$ cat src/rtl/bcp_pkg.sv
`timescale 1ns / 1ps
`default_nettype none
package bcp_pkg;

  localparam int ChargeMargin = 100;
  localparam int PercentFull  = 10000;
  localparam int PresetLimit  = 60000;

  localparam int NumW       = 30;
  localparam int DenW       = 17;
  localparam int QuoW       = 14;
  localparam int DivStages  = QuoW;
  localparam int CdivStages = 16;
  localparam int CfgIdxW    = 8;

  typedef enum logic [CfgIdxW-1:0] {
    REG_CHG_HIGH   = 8'd0,
    REG_CHG_LOW    = 8'd1,
    REG_VOLT_FULL  = 8'd2,
    REG_VOLT_EMPTY = 8'd3
  } bcp_reg_e;

  typedef enum logic [1:0] {
    MODE_ZERO = 2'd0,
    MODE_FULL = 2'd1,
    MODE_DIV  = 2'd2
  } bcp_mode_e;

  typedef struct packed {
    logic        op;
    logic [15:0] charge_code;
    logic [15:0] voltage_code;
  } bcp_in_t;

  typedef struct packed {
    logic [13:0] percent_hundredths;
    logic [15:0] preset_charge;
  } bcp_out_t;

  typedef struct packed {
    logic [15:0] chg_high;
    logic [15:0] chg_low;
    logic [15:0] volt_full;
    logic [15:0] volt_empty;
  } bcp_cfg_t;

  typedef struct packed {
    logic            op;
    bcp_mode_e       mode;
    logic [NumW-1:0] rem;
    logic [DenW-1:0] den;
    logic [QuoW-1:0] quo;
  } bcp_div_t;

  typedef struct packed {
    logic                  op;
    bcp_mode_e             mode;
    logic [NumW-1:0]       rem;
    logic [CdivStages-1:0] quo;
    logic [13:0]           pct;
  } bcp_scl_t;

endpackage
`default_nettype wire

$ cat src/rtl/battery_charge_percent_and_preset_top.sv
// Battery charge percent and preset charge.
// Input channel (in_valid_i/in_ready_o/in_data_i): one request per item; op 0
// turns a charge code into state of charge in 0.01 % units, op 1 turns a
// voltage code into a charge code to preset (at most 60000).
// Output channel (out_valid_o/out_ready_i/out_data_o): exactly one result per
// request, in order; the field of the other op reads 0.
// Config channel (cfg_valid_i/cfg_ready_o/cfg_index_i/cfg_data_i): always
// ready; index 0 charge high, 1 charge low, 2 voltage full, 3 voltage empty,
// other indexes are dropped. Write only while no request is in flight.
// The pipeline is one prep stage, a 14-stage divider giving one quotient bit
// per stage, one multiply-add stage, a 16-stage divide by 10000 and the output
// register. Throughput is one request per cycle while the receiver does not stall.
// Reset empties the pipeline and loads the register defaults.
// When the receiver stalls with a result waiting, the whole pipeline holds
// and in_ready_o drops; nothing is lost or repeated.
`timescale 1ns / 1ps
`default_nettype none
module battery_charge_percent_and_preset_top (
  input  wire logic                          clk_i,
  input  wire logic                          rst_ni,
  input  wire logic                          in_valid_i,
  output logic                               in_ready_o,
  input  wire bcp_pkg::bcp_in_t              in_data_i,
  output logic                               out_valid_o,
  input  wire logic                          out_ready_i,
  output bcp_pkg::bcp_out_t                  out_data_o,
  input  wire logic                          cfg_valid_i,
  output logic                               cfg_ready_o,
  input  wire logic [bcp_pkg::CfgIdxW-1:0]   cfg_index_i,
  input  wire logic [15:0]                   cfg_data_i
);

  bcp_pkg::bcp_cfg_t cfg_q;
  logic              en;
  logic              prep_valid, div_valid;
  bcp_pkg::bcp_div_t prep_data, div_data;

  assign en          = !out_valid_o || out_ready_i;
  assign in_ready_o  = en;
  assign cfg_ready_o = 1'b1;

  always_ff @(posedge clk_i or negedge rst_ni) begin
    if (!rst_ni) begin
      cfg_q.chg_high   <= 16'hFFFF;
      cfg_q.chg_low    <= 16'h0000;
      cfg_q.volt_full  <= 16'hFFFF;
      cfg_q.volt_empty <= 16'h0000;
    end else if (cfg_valid_i) begin
      unique case (cfg_index_i)
        bcp_pkg::REG_CHG_HIGH:   cfg_q.chg_high   <= cfg_data_i;
        bcp_pkg::REG_CHG_LOW:    cfg_q.chg_low    <= cfg_data_i;
        bcp_pkg::REG_VOLT_FULL:  cfg_q.volt_full  <= cfg_data_i;
        bcp_pkg::REG_VOLT_EMPTY: cfg_q.volt_empty <= cfg_data_i;
        default: ;
      endcase
    end
  end

  bcp_prep u_prep (
    .clk_i   (clk_i),
    .rst_ni  (rst_ni),
    .en_i    (en),
    .valid_i (in_valid_i),
    .data_i  (in_data_i),
    .cfg_i   (cfg_q),
    .valid_o (prep_valid),
    .data_o  (prep_data)
  );

  bcp_divider u_divider (
    .clk_i   (clk_i),
    .rst_ni  (rst_ni),
    .en_i    (en),
    .valid_i (prep_valid),
    .data_i  (prep_data),
    .valid_o (div_valid),
    .data_o  (div_data)
  );

  bcp_rescale u_rescale (
    .clk_i   (clk_i),
    .rst_ni  (rst_ni),
    .en_i    (en),
    .valid_i (div_valid),
    .data_i  (div_data),
    .cfg_i   (cfg_q),
    .valid_o (out_valid_o),
    .data_o  (out_data_o)
  );

`ifndef SYNTH
  a_pct_range: assert property (@(posedge clk_i) disable iff (!rst_ni)
    out_valid_o |-> out_data_o.percent_hundredths <= 14'(bcp_pkg::PercentFull))
    else $error("percent above full scale");

  a_preset_range: assert property (@(posedge clk_i) disable iff (!rst_ni)
    out_valid_o |-> out_data_o.preset_charge <= 16'(bcp_pkg::PresetLimit))
    else $error("preset above limit");

  a_one_field: assert property (@(posedge clk_i) disable iff (!rst_ni)
    out_valid_o |-> (out_data_o.percent_hundredths == '0 || out_data_o.preset_charge == '0))
    else $error("both result fields nonzero");

  a_stall_hold: assert property (@(posedge clk_i) disable iff (!rst_ni)
    !in_ready_o |=> $stable(div_valid) && $stable(prep_valid))
    else $error("pipeline moved while stalled");
`endif

endmodule
`default_nettype wire

$ cat src/rtl/bcp_prep.sv
`timescale 1ns / 1ps
`default_nettype none
module bcp_prep (
  input  wire logic              clk_i,
  input  wire logic              rst_ni,
  input  wire logic              en_i,
  input  wire logic              valid_i,
  input  wire bcp_pkg::bcp_in_t  data_i,
  input  wire bcp_pkg::bcp_cfg_t cfg_i,
  output logic                   valid_o,
  output bcp_pkg::bcp_div_t      data_o
);

  logic signed [17:0] hi_s, lo_s, span_s, c_s, diff_s;
  logic [15:0]        v_clamp;
  logic [15:0]        v_off;
  bcp_pkg::bcp_div_t  item_d, item_q;
  logic               valid_q;

  always_comb begin
    hi_s    = $signed({2'b00, cfg_i.chg_high}) - $signed(18'(bcp_pkg::ChargeMargin));
    lo_s    = $signed({2'b00, cfg_i.chg_low}) + $signed(18'(bcp_pkg::ChargeMargin));
    span_s  = hi_s - lo_s;
    c_s     = $signed({2'b00, data_i.charge_code});
    diff_s  = c_s - lo_s;
    v_clamp = data_i.voltage_code;
    if (v_clamp <= cfg_i.volt_empty) v_clamp = cfg_i.volt_empty;
    if (v_clamp >= cfg_i.volt_full) v_clamp = cfg_i.volt_full;
    v_off   = v_clamp - cfg_i.volt_empty;

    item_d      = '0;
    item_d.op   = data_i.op;
    item_d.mode = bcp_pkg::MODE_ZERO;
    if (!data_i.op) begin
      if (span_s <= 18'sd0) begin
        item_d.mode = bcp_pkg::MODE_ZERO;
      end else if (c_s >= hi_s) begin
        item_d.mode = bcp_pkg::MODE_FULL;
      end else if (c_s > lo_s) begin
        item_d.mode = bcp_pkg::MODE_DIV;
        item_d.rem  = 30'(diff_s[15:0]) * 30'(bcp_pkg::PercentFull);
        item_d.den  = span_s[16:0];
      end
    end else if (cfg_i.volt_full > cfg_i.volt_empty) begin
      item_d.mode = bcp_pkg::MODE_DIV;
      item_d.rem  = 30'(v_off) * 30'(bcp_pkg::PercentFull);
      item_d.den  = {1'b0, cfg_i.volt_full - cfg_i.volt_empty};
    end
  end

  always_ff @(posedge clk_i or negedge rst_ni) begin
    if (!rst_ni) begin
      valid_q <= 1'b0;
    end else if (en_i) begin
      valid_q <= valid_i;
    end
  end

  always_ff @(posedge clk_i) begin
    if (en_i) begin
      item_q <= item_d;
    end
  end

  assign valid_o = valid_q;
  assign data_o  = item_q;

endmodule
`default_nettype wire

$ cat src/rtl/bcp_divider.sv
`timescale 1ns / 1ps
`default_nettype none
module bcp_divider (
  input  wire logic              clk_i,
  input  wire logic              rst_ni,
  input  wire logic              en_i,
  input  wire logic              valid_i,
  input  wire bcp_pkg::bcp_div_t data_i,
  output logic                   valid_o,
  output bcp_pkg::bcp_div_t      data_o
);

  bcp_pkg::bcp_div_t src   [bcp_pkg::DivStages+1];
  logic              v_src [bcp_pkg::DivStages+1];

  assign src[0]   = data_i;
  assign v_src[0] = valid_i;

  // one quotient bit per stage, most significant first
  for (genvar k = 0; k < bcp_pkg::DivStages; k++) begin : g_stage
    localparam int Bit = bcp_pkg::DivStages - 1 - k;
    bcp_pkg::bcp_div_t nxt, stage_q;
    logic [bcp_pkg::NumW:0] sub;
    logic               valid_q;

    always_comb begin
      nxt = src[k];
      sub = (bcp_pkg::NumW+1)'(src[k].den) << Bit;
      if ({1'b0, src[k].rem} >= sub) begin
        nxt.rem      = bcp_pkg::NumW'({1'b0, src[k].rem} - sub);
        nxt.quo[Bit] = 1'b1;
      end
    end

    always_ff @(posedge clk_i or negedge rst_ni) begin
      if (!rst_ni) begin
        valid_q <= 1'b0;
      end else if (en_i) begin
        valid_q <= v_src[k];
      end
    end

    always_ff @(posedge clk_i) begin
      if (en_i) begin
        stage_q <= nxt;
      end
    end

    assign src[k+1]   = stage_q;
    assign v_src[k+1] = valid_q;
  end

  assign valid_o = v_src[bcp_pkg::DivStages];
  assign data_o  = src[bcp_pkg::DivStages];

endmodule
`default_nettype wire

$ cat src/rtl/bcp_rescale.sv
`timescale 1ns / 1ps
`default_nettype none
module bcp_rescale (
  input  wire logic              clk_i,
  input  wire logic              rst_ni,
  input  wire logic              en_i,
  input  wire logic              valid_i,
  input  wire bcp_pkg::bcp_div_t data_i,
  input  wire bcp_pkg::bcp_cfg_t cfg_i,
  output logic                   valid_o,
  output bcp_pkg::bcp_out_t      data_o
);

  logic signed [17:0] thr_diff;
  logic signed [33:0] prod, num;
  bcp_pkg::bcp_scl_t  head_d;
  bcp_pkg::bcp_scl_t  src   [bcp_pkg::CdivStages+1];
  logic               v_src [bcp_pkg::CdivStages+1];
  logic               head_valid_q;
  bcp_pkg::bcp_scl_t  head_q;
  bcp_pkg::bcp_out_t  out_d, out_q;
  logic               out_valid_q;

  // preset numerator: low * 10000 + (high - low) * ratio, never negative
  always_comb begin
    thr_diff    = $signed({2'b00, cfg_i.chg_high}) - $signed({2'b00, cfg_i.chg_low});
    prod        = 34'(thr_diff) * $signed({20'd0, data_i.quo});
    num         = $signed({18'd0, cfg_i.chg_low}) * $signed(34'(bcp_pkg::PercentFull)) + prod;
    head_d      = '0;
    head_d.op   = data_i.op;
    head_d.mode = data_i.mode;
    head_d.rem  = num[bcp_pkg::NumW-1:0];
    unique case (data_i.mode)
      bcp_pkg::MODE_FULL: head_d.pct = 14'(bcp_pkg::PercentFull);
      bcp_pkg::MODE_DIV:  head_d.pct = data_i.quo;
      default:            head_d.pct = '0;
    endcase
  end

  always_ff @(posedge clk_i or negedge rst_ni) begin
    if (!rst_ni) begin
      head_valid_q <= 1'b0;
    end else if (en_i) begin
      head_valid_q <= valid_i;
    end
  end

  always_ff @(posedge clk_i) begin
    if (en_i) begin
      head_q <= head_d;
    end
  end

  assign src[0]   = head_q;
  assign v_src[0] = head_valid_q;

  // divide by 10000, one quotient bit per stage
  for (genvar k = 0; k < bcp_pkg::CdivStages; k++) begin : g_stage
    localparam int Bit = bcp_pkg::CdivStages - 1 - k;
    localparam logic [bcp_pkg::NumW:0] Sub =
      (bcp_pkg::NumW+1)'(bcp_pkg::PercentFull) << Bit;
    bcp_pkg::bcp_scl_t nxt, stage_q;
    logic              valid_q;

    always_comb begin
      nxt = src[k];
      if ({1'b0, src[k].rem} >= Sub) begin
        nxt.rem      = bcp_pkg::NumW'({1'b0, src[k].rem} - Sub);
        nxt.quo[Bit] = 1'b1;
      end
    end

    always_ff @(posedge clk_i or negedge rst_ni) begin
      if (!rst_ni) begin
        valid_q <= 1'b0;
      end else if (en_i) begin
        valid_q <= v_src[k];
      end
    end

    always_ff @(posedge clk_i) begin
      if (en_i) begin
        stage_q <= nxt;
      end
    end

    assign src[k+1]   = stage_q;
    assign v_src[k+1] = valid_q;
  end

  always_comb begin
    out_d = '0;
    if (!src[bcp_pkg::CdivStages].op) begin
      out_d.percent_hundredths = src[bcp_pkg::CdivStages].pct;
    end else if (src[bcp_pkg::CdivStages].mode == bcp_pkg::MODE_DIV) begin
      if (src[bcp_pkg::CdivStages].quo >= 16'(bcp_pkg::PresetLimit)) begin
        out_d.preset_charge = 16'(bcp_pkg::PresetLimit);
      end else begin
        out_d.preset_charge = src[bcp_pkg::CdivStages].quo;
      end
    end
  end

  always_ff @(posedge clk_i or negedge rst_ni) begin
    if (!rst_ni) begin
      out_valid_q <= 1'b0;
    end else if (en_i) begin
      out_valid_q <= v_src[bcp_pkg::CdivStages];
    end
  end

  always_ff @(posedge clk_i) begin
    if (en_i) begin
      out_q <= out_d;
    end
  end

  assign valid_o = out_valid_q;
  assign data_o  = out_q;

endmodule
`default_nettype wire
$ cat config.mk
export PLATFORM = sky130hd
export DESIGN_NAME = battery_charge_percent_and_preset_top
export DESIGN_NICKNAME = d
export VERILOG_FILES = /design/src/rtl/bcp_pkg.sv /design/src/rtl/battery_charge_percent_and_preset_top.sv /design/src/rtl/bcp_prep.sv /design/src/rtl/bcp_divider.sv /design/src/rtl/bcp_rescale.sv
export SDC_FILE = /design/constraint.sdc
export NUM_CORES = 2
export LEC_CHECK = 0
export ABC_AREA = 0
export BUFFER_PORTS_ARGS = -buffer_cell sky130_fd_sc_hd__buf_2
export CAP_MARGIN = 20
export CORE_AREA = 3 3 492 494
export DETAILED_ROUTE_END_ITERATION = 8
export DIE_AREA = 0 0 495 497
export SYNTH_ARGS = -nofsm -noshare
export SYNTH_HDL_FRONTEND = slang
export SYNTH_HIERARCHICAL = 1
export SYNTH_SLANG_ARGS = --single-unit
$ cat constraint.sdc
create_clock -name clk_i -period 79.4 [get_ports clk_i]
set_clock_uncertainty 0.1 [all_clocks]
set_input_delay 15.88 -clock clk_i [delete_from_list [all_inputs] [get_ports clk_i]]
set_output_delay 15.88 -clock clk_i [all_outputs]
set_load 0.005 [all_outputs]
== Word level (Yosys, flattened, before mapping) ==
Index checks and enable logic that the tools add are counted.

* Mux-type cells: 39
* Bitwise logic cells: 2
* $mul: 4
* $add $sub $neg: 36
* Equal/unequal tests: 6
* Magnitude comparators: 37
* Reductions and logical operators: 9
* Shifts and indexed selects: 0
* Divide/modulo/power cells: 0

{| class="wikitable"
|+ Operators with widths
! cell !! number
|-
| $mux W30 || 27
|-
| $mux W49 || 3
|-
| $mux W47 || 2
|-
| $mul A16 B10 Y26 const B || 3
|-
| $mux W16 || 3
|-
| $sub A16 B16 Y16 || 3
|-
| $mux W31 || 1
|-
| $add A30 B30 Y30 || 1
|-
| $ge A30 B14 Y1 const B || 1
|-
| $ge A30 B15 Y1 const B || 1
|-
| $ge A30 B16 Y1 const B || 1
|-
| $ge A30 B17 Y1 || 1
|-
| $ge A30 B17 Y1 const B || 1
|-
| $ge A30 B18 Y1 || 1
|-
| $ge A30 B18 Y1 const B || 1
|-
| $ge A30 B19 Y1 || 1
|-
| $ge A30 B19 Y1 const B || 1
|-
| $ge A30 B20 Y1 || 1
|-
| $ge A30 B20 Y1 const B || 1
|-
| $ge A30 B21 Y1 || 1
|-
| $ge A30 B21 Y1 const B || 1
|-
| $ge A30 B22 Y1 || 1
|-
| $ge A30 B22 Y1 const B || 1
|-
| $ge A30 B23 Y1 || 1
|-
| 66 further kinds || 74
|}

* Latch bits: 0
* Register bits after elaboration: 1840
* Output and inout bits: 33
* Memories: 0
* Memory bits (read-only): 0
* RAM bits: 0
* Bits of input ports: 62

== Longest topological paths before layout ==
* Word-level depth: 8
* Mapped depth: 49

== Cells and area by module ==
Netlist, hierarchy kept.

{| class="wikitable"
|+ By module, submodules not included
! module !! area each (um2) !! cells an instance !! seq. area each (um2) !! times used
|-
| bcp_rescale || 47299.1 || 3404 || 28407.2 || 1
|-
| bcp_divider || 44839.3 || 3568 || 27256.1 || 1
|-
| bcp_prep || 12220.5 || 1404 || 1406.3 || 1
|-
| battery_charge_percent_and_preset_top || 2532.4 || 143 || 1641.6 || 1
|}

== Least setup slack after synthesis ==
No wires, ideal clock.

* Path kind: input to output
* Start: input port out_ready_i
* End: output port in_ready_o
* Path slack: 2881 ps
* Stages on the path: 1
* Arrival time: 60539 ps
* Cells stage by stage: nand2b_1

* Longest elaborated chain between the ends: 1

{| class="wikitable"
|+ Ends and longest elaborated chain
! what !! RTL line !! text
|-
| start, declared || battery_charge_percent_and_preset_top.sv:25 || <nowiki>input wire logic out_ready_i,</nowiki>
|-
| $logic_or A1 B1 Y1 || battery_charge_percent_and_preset_top.sv:38 || <nowiki>assign en = !out_valid_o || out_ready_i;</nowiki>
|-
| end, declared || battery_charge_percent_and_preset_top.sv:22 || <nowiki>output logic in_ready_o,</nowiki>
|}

No other way between the ends.

== Worst setup path in the final report ==
Same ends and word-level chain as after synthesis.

==> key figures <==
Finish
  • Final Non-Filler Cells: 11900
  • Fin area: 0.115 sq mm
  • Area Overhead vs Synth: 10.5%
  • Fill count: 20900
  • Layout cells sized above 1: 8.74%
  • Storage element area: 0.0573 sq mm
  • Area taken by multi-input logic gates: 0.0428 sq mm
  • Fin nets: 9630

Routing
  • Detail-routed via count per cell: 5.16
  • Met2 wire length: 101000 microns
  • Top routing layer used: met5
  • Drt initial violations: 3646
  • Per-cell routed wire length: 17.2 microns
  • DRC viols: 0
  • Final WL: 205000 microns
  • DR pass1 iterations: 5
  • Post-route antenna net violation count: 0
  • Met1 wire length: 87700 microns
  • Via count: 61200
  • Met3 wire len: 8300 microns

Place
  • Number of cells after detailed placement: 11500
  • Routability-driven placement congestion ratio: 0.887
  • Port bufs: 93
  • DP HPWL: 155000 microns
  • DP Area: 0.109 sq mm

Logic synthesis
  • Syn Inst Count: 8321
  • Synth Cell Area: 0.104 sq mm
  • Syn Area/Cell: 12.6 sq um
  • Synth Warn #: 6

CTS
  • Bufs on Longest Clock Path: 3
  • Post_cts resized: 0
  • CTS root buffer: clkbuf_16
  • Clk_lat worst skew: 860 ps
  • TritonCTS Buffers: 200
  • CTS tree: done
  • # clock sinks: 1923
  • H-tree depth: 4
  • CTS hold repair buffers: 0
  • Worst-path clk slew: 60 ps
  • Setup bufs post-CTS: 0

Timing
  • Crit share post-route: 40.9%
  • Setup total negative slack: 0 ps
  • Fmax: 0.0308 GHz
  • Setup Viol. Count Final: 0
  • Worst Tran Pin Value: 1060 ps
  • Slew headroom: 29.6%
  • Min cycle time layout: 32510 ps
  • Fin. Hold Viols: 0
  • Final count of pins violating max slew: 0
  • Unrepaired setup endpoints after global routing: no

Critical path
  • Crit Path Category: in2out
  • Critical Path RT: 63420 ps
  • CP bufs+invs: 2
  • Crit-path cells: buf_2, nand2b_4, buf_2
  • Stages on worst setup path: 3
  • Worst path max stage delay: 310 ps
  • Most used cell, CP: buf_2
  • Critical Path Source Type: input port
  • Data arrival, critical path: 16530 ps
  • CP Capture Type: output pin
  • Max FO, Critical Path: 13
  • CP delay by family, top: buffers and inverters
  • Slowest cell on the critical path: buf_2
  • Worst reg2reg path depth: 47

Die
  • Die Wd: 495 microns
  • Io pins: 95
  • Core box area: 0.238 sq mm
  • Starting Density: 43.9%
  • Height of the die: 497 microns
  • # rows: 179
  • Die footprint: 0.246 sq mm

GRT
  • First-pass GRT wire length: 329000 microns
  • Antenna violations before repair: 20
  • GRT Overall Usage: 16.5%
  • Largest net degree at the start of global routing: 199
  • Vias in the first global route: 62500
  • Grt total ovfl: 0

Hold path
  • Hold Path Depth: 0
  • Hold Crit Class: reg2reg

Status
  • Status: completed

Run
  • Maxcap violations: 0
[placed cells by master, fill, tap and decap left out, drive strengths merged, types with 241 or more instances in the layout]
cell type / count
a21oi: 388
clkbuf: 241
edfxtp: 1826
fa: 361
ha: 679
inv: 981
nand2: 548
nor2: 451
o21ai: 269
xnor2: 397
xor2: 257
[stage by stage]
step	hold WS, ps	worst slack (ps)	util (%)
2_1_floorplan	300	4000	-
3_3_place_gp	300	46890	45.7
3_5_place_dp	305	46880	45.7
4_1_cts	242	46880	48.5
5_1_grt	266	46840	48.5
6_report	257	46890	48.5
[state kept, by name (all words and copies together), names as in the netlist]
name / cells
u_prep/valid_o: 1
u_rescale/head_valid_q: 1
u_prep/data_o: 46
u_rescale/g_stage.nxt: 44
u_rescale/g_stage.valid_q: 16
u_rescale/head_q: 30
cfg_q: 64
u_divider/g_stage.stage_q: 799
u_divider/valid_o: 1
u_divider/g_stage.nxt: 33
u_rescale/valid_o: 1
u_rescale/data_o: 30
u_divider/data_o: 17
u_divider/g_stage.valid_q: 13
u_rescale/g_stage.stage_q: 827
[layer usage]
metal | track usage [%] | vias to the layer above
li1 | - | 30100
met1 | 20.5 | 29700
met2 | 28.8 | 1068
met3 | 2.85 | 363
met4 | 6.06 | 8
met5 | 0 | -
[layout make-up]
type | instances | area share [%]
repair buffers | 153 | 0.884
inverters | 977 | 3.18
multi-input cells | 5273 | 37.0
flip-flops and latches | 1923 | 49.6
clock inverters | 126 | 1.33
clock buffers | 240 | 4.47
well taps | 3167 | 3.43
diodes | 11 | 0.0238
[worst paths after layout]
check / slack, ps / to / start
max in group asynchronous: 63100 / u_rescale/g_stage[6].valid_q$_DFFE_PN0P_ / rst_ni
worst max register to register: 67530 / u_prep/data_o[60]$_DFFE_PP_ / cfg_q[1]$_DFFE_PN0P_
min in group asynchronous: 14960 / cfg_q[4]$_DFFE_PN0P_ / rst_ni
worst min-delay path: 260 / u_divider/g_stage[12].stage_q[5]$_DFFE_PP_ / u_divider/g_stage[11].stage_q[5]$_DFFE_PP_
worst min register to register: 260 / u_divider/g_stage[12].stage_q[5]$_DFFE_PP_ / u_divider/g_stage[11].stage_q[5]$_DFFE_PP_
worst max-delay path: 46890 / in_ready_o / out_ready_i
Power is not shown: default switching activity piles up to over one toggle a cycle in this logic, so the estimate is an artifact.
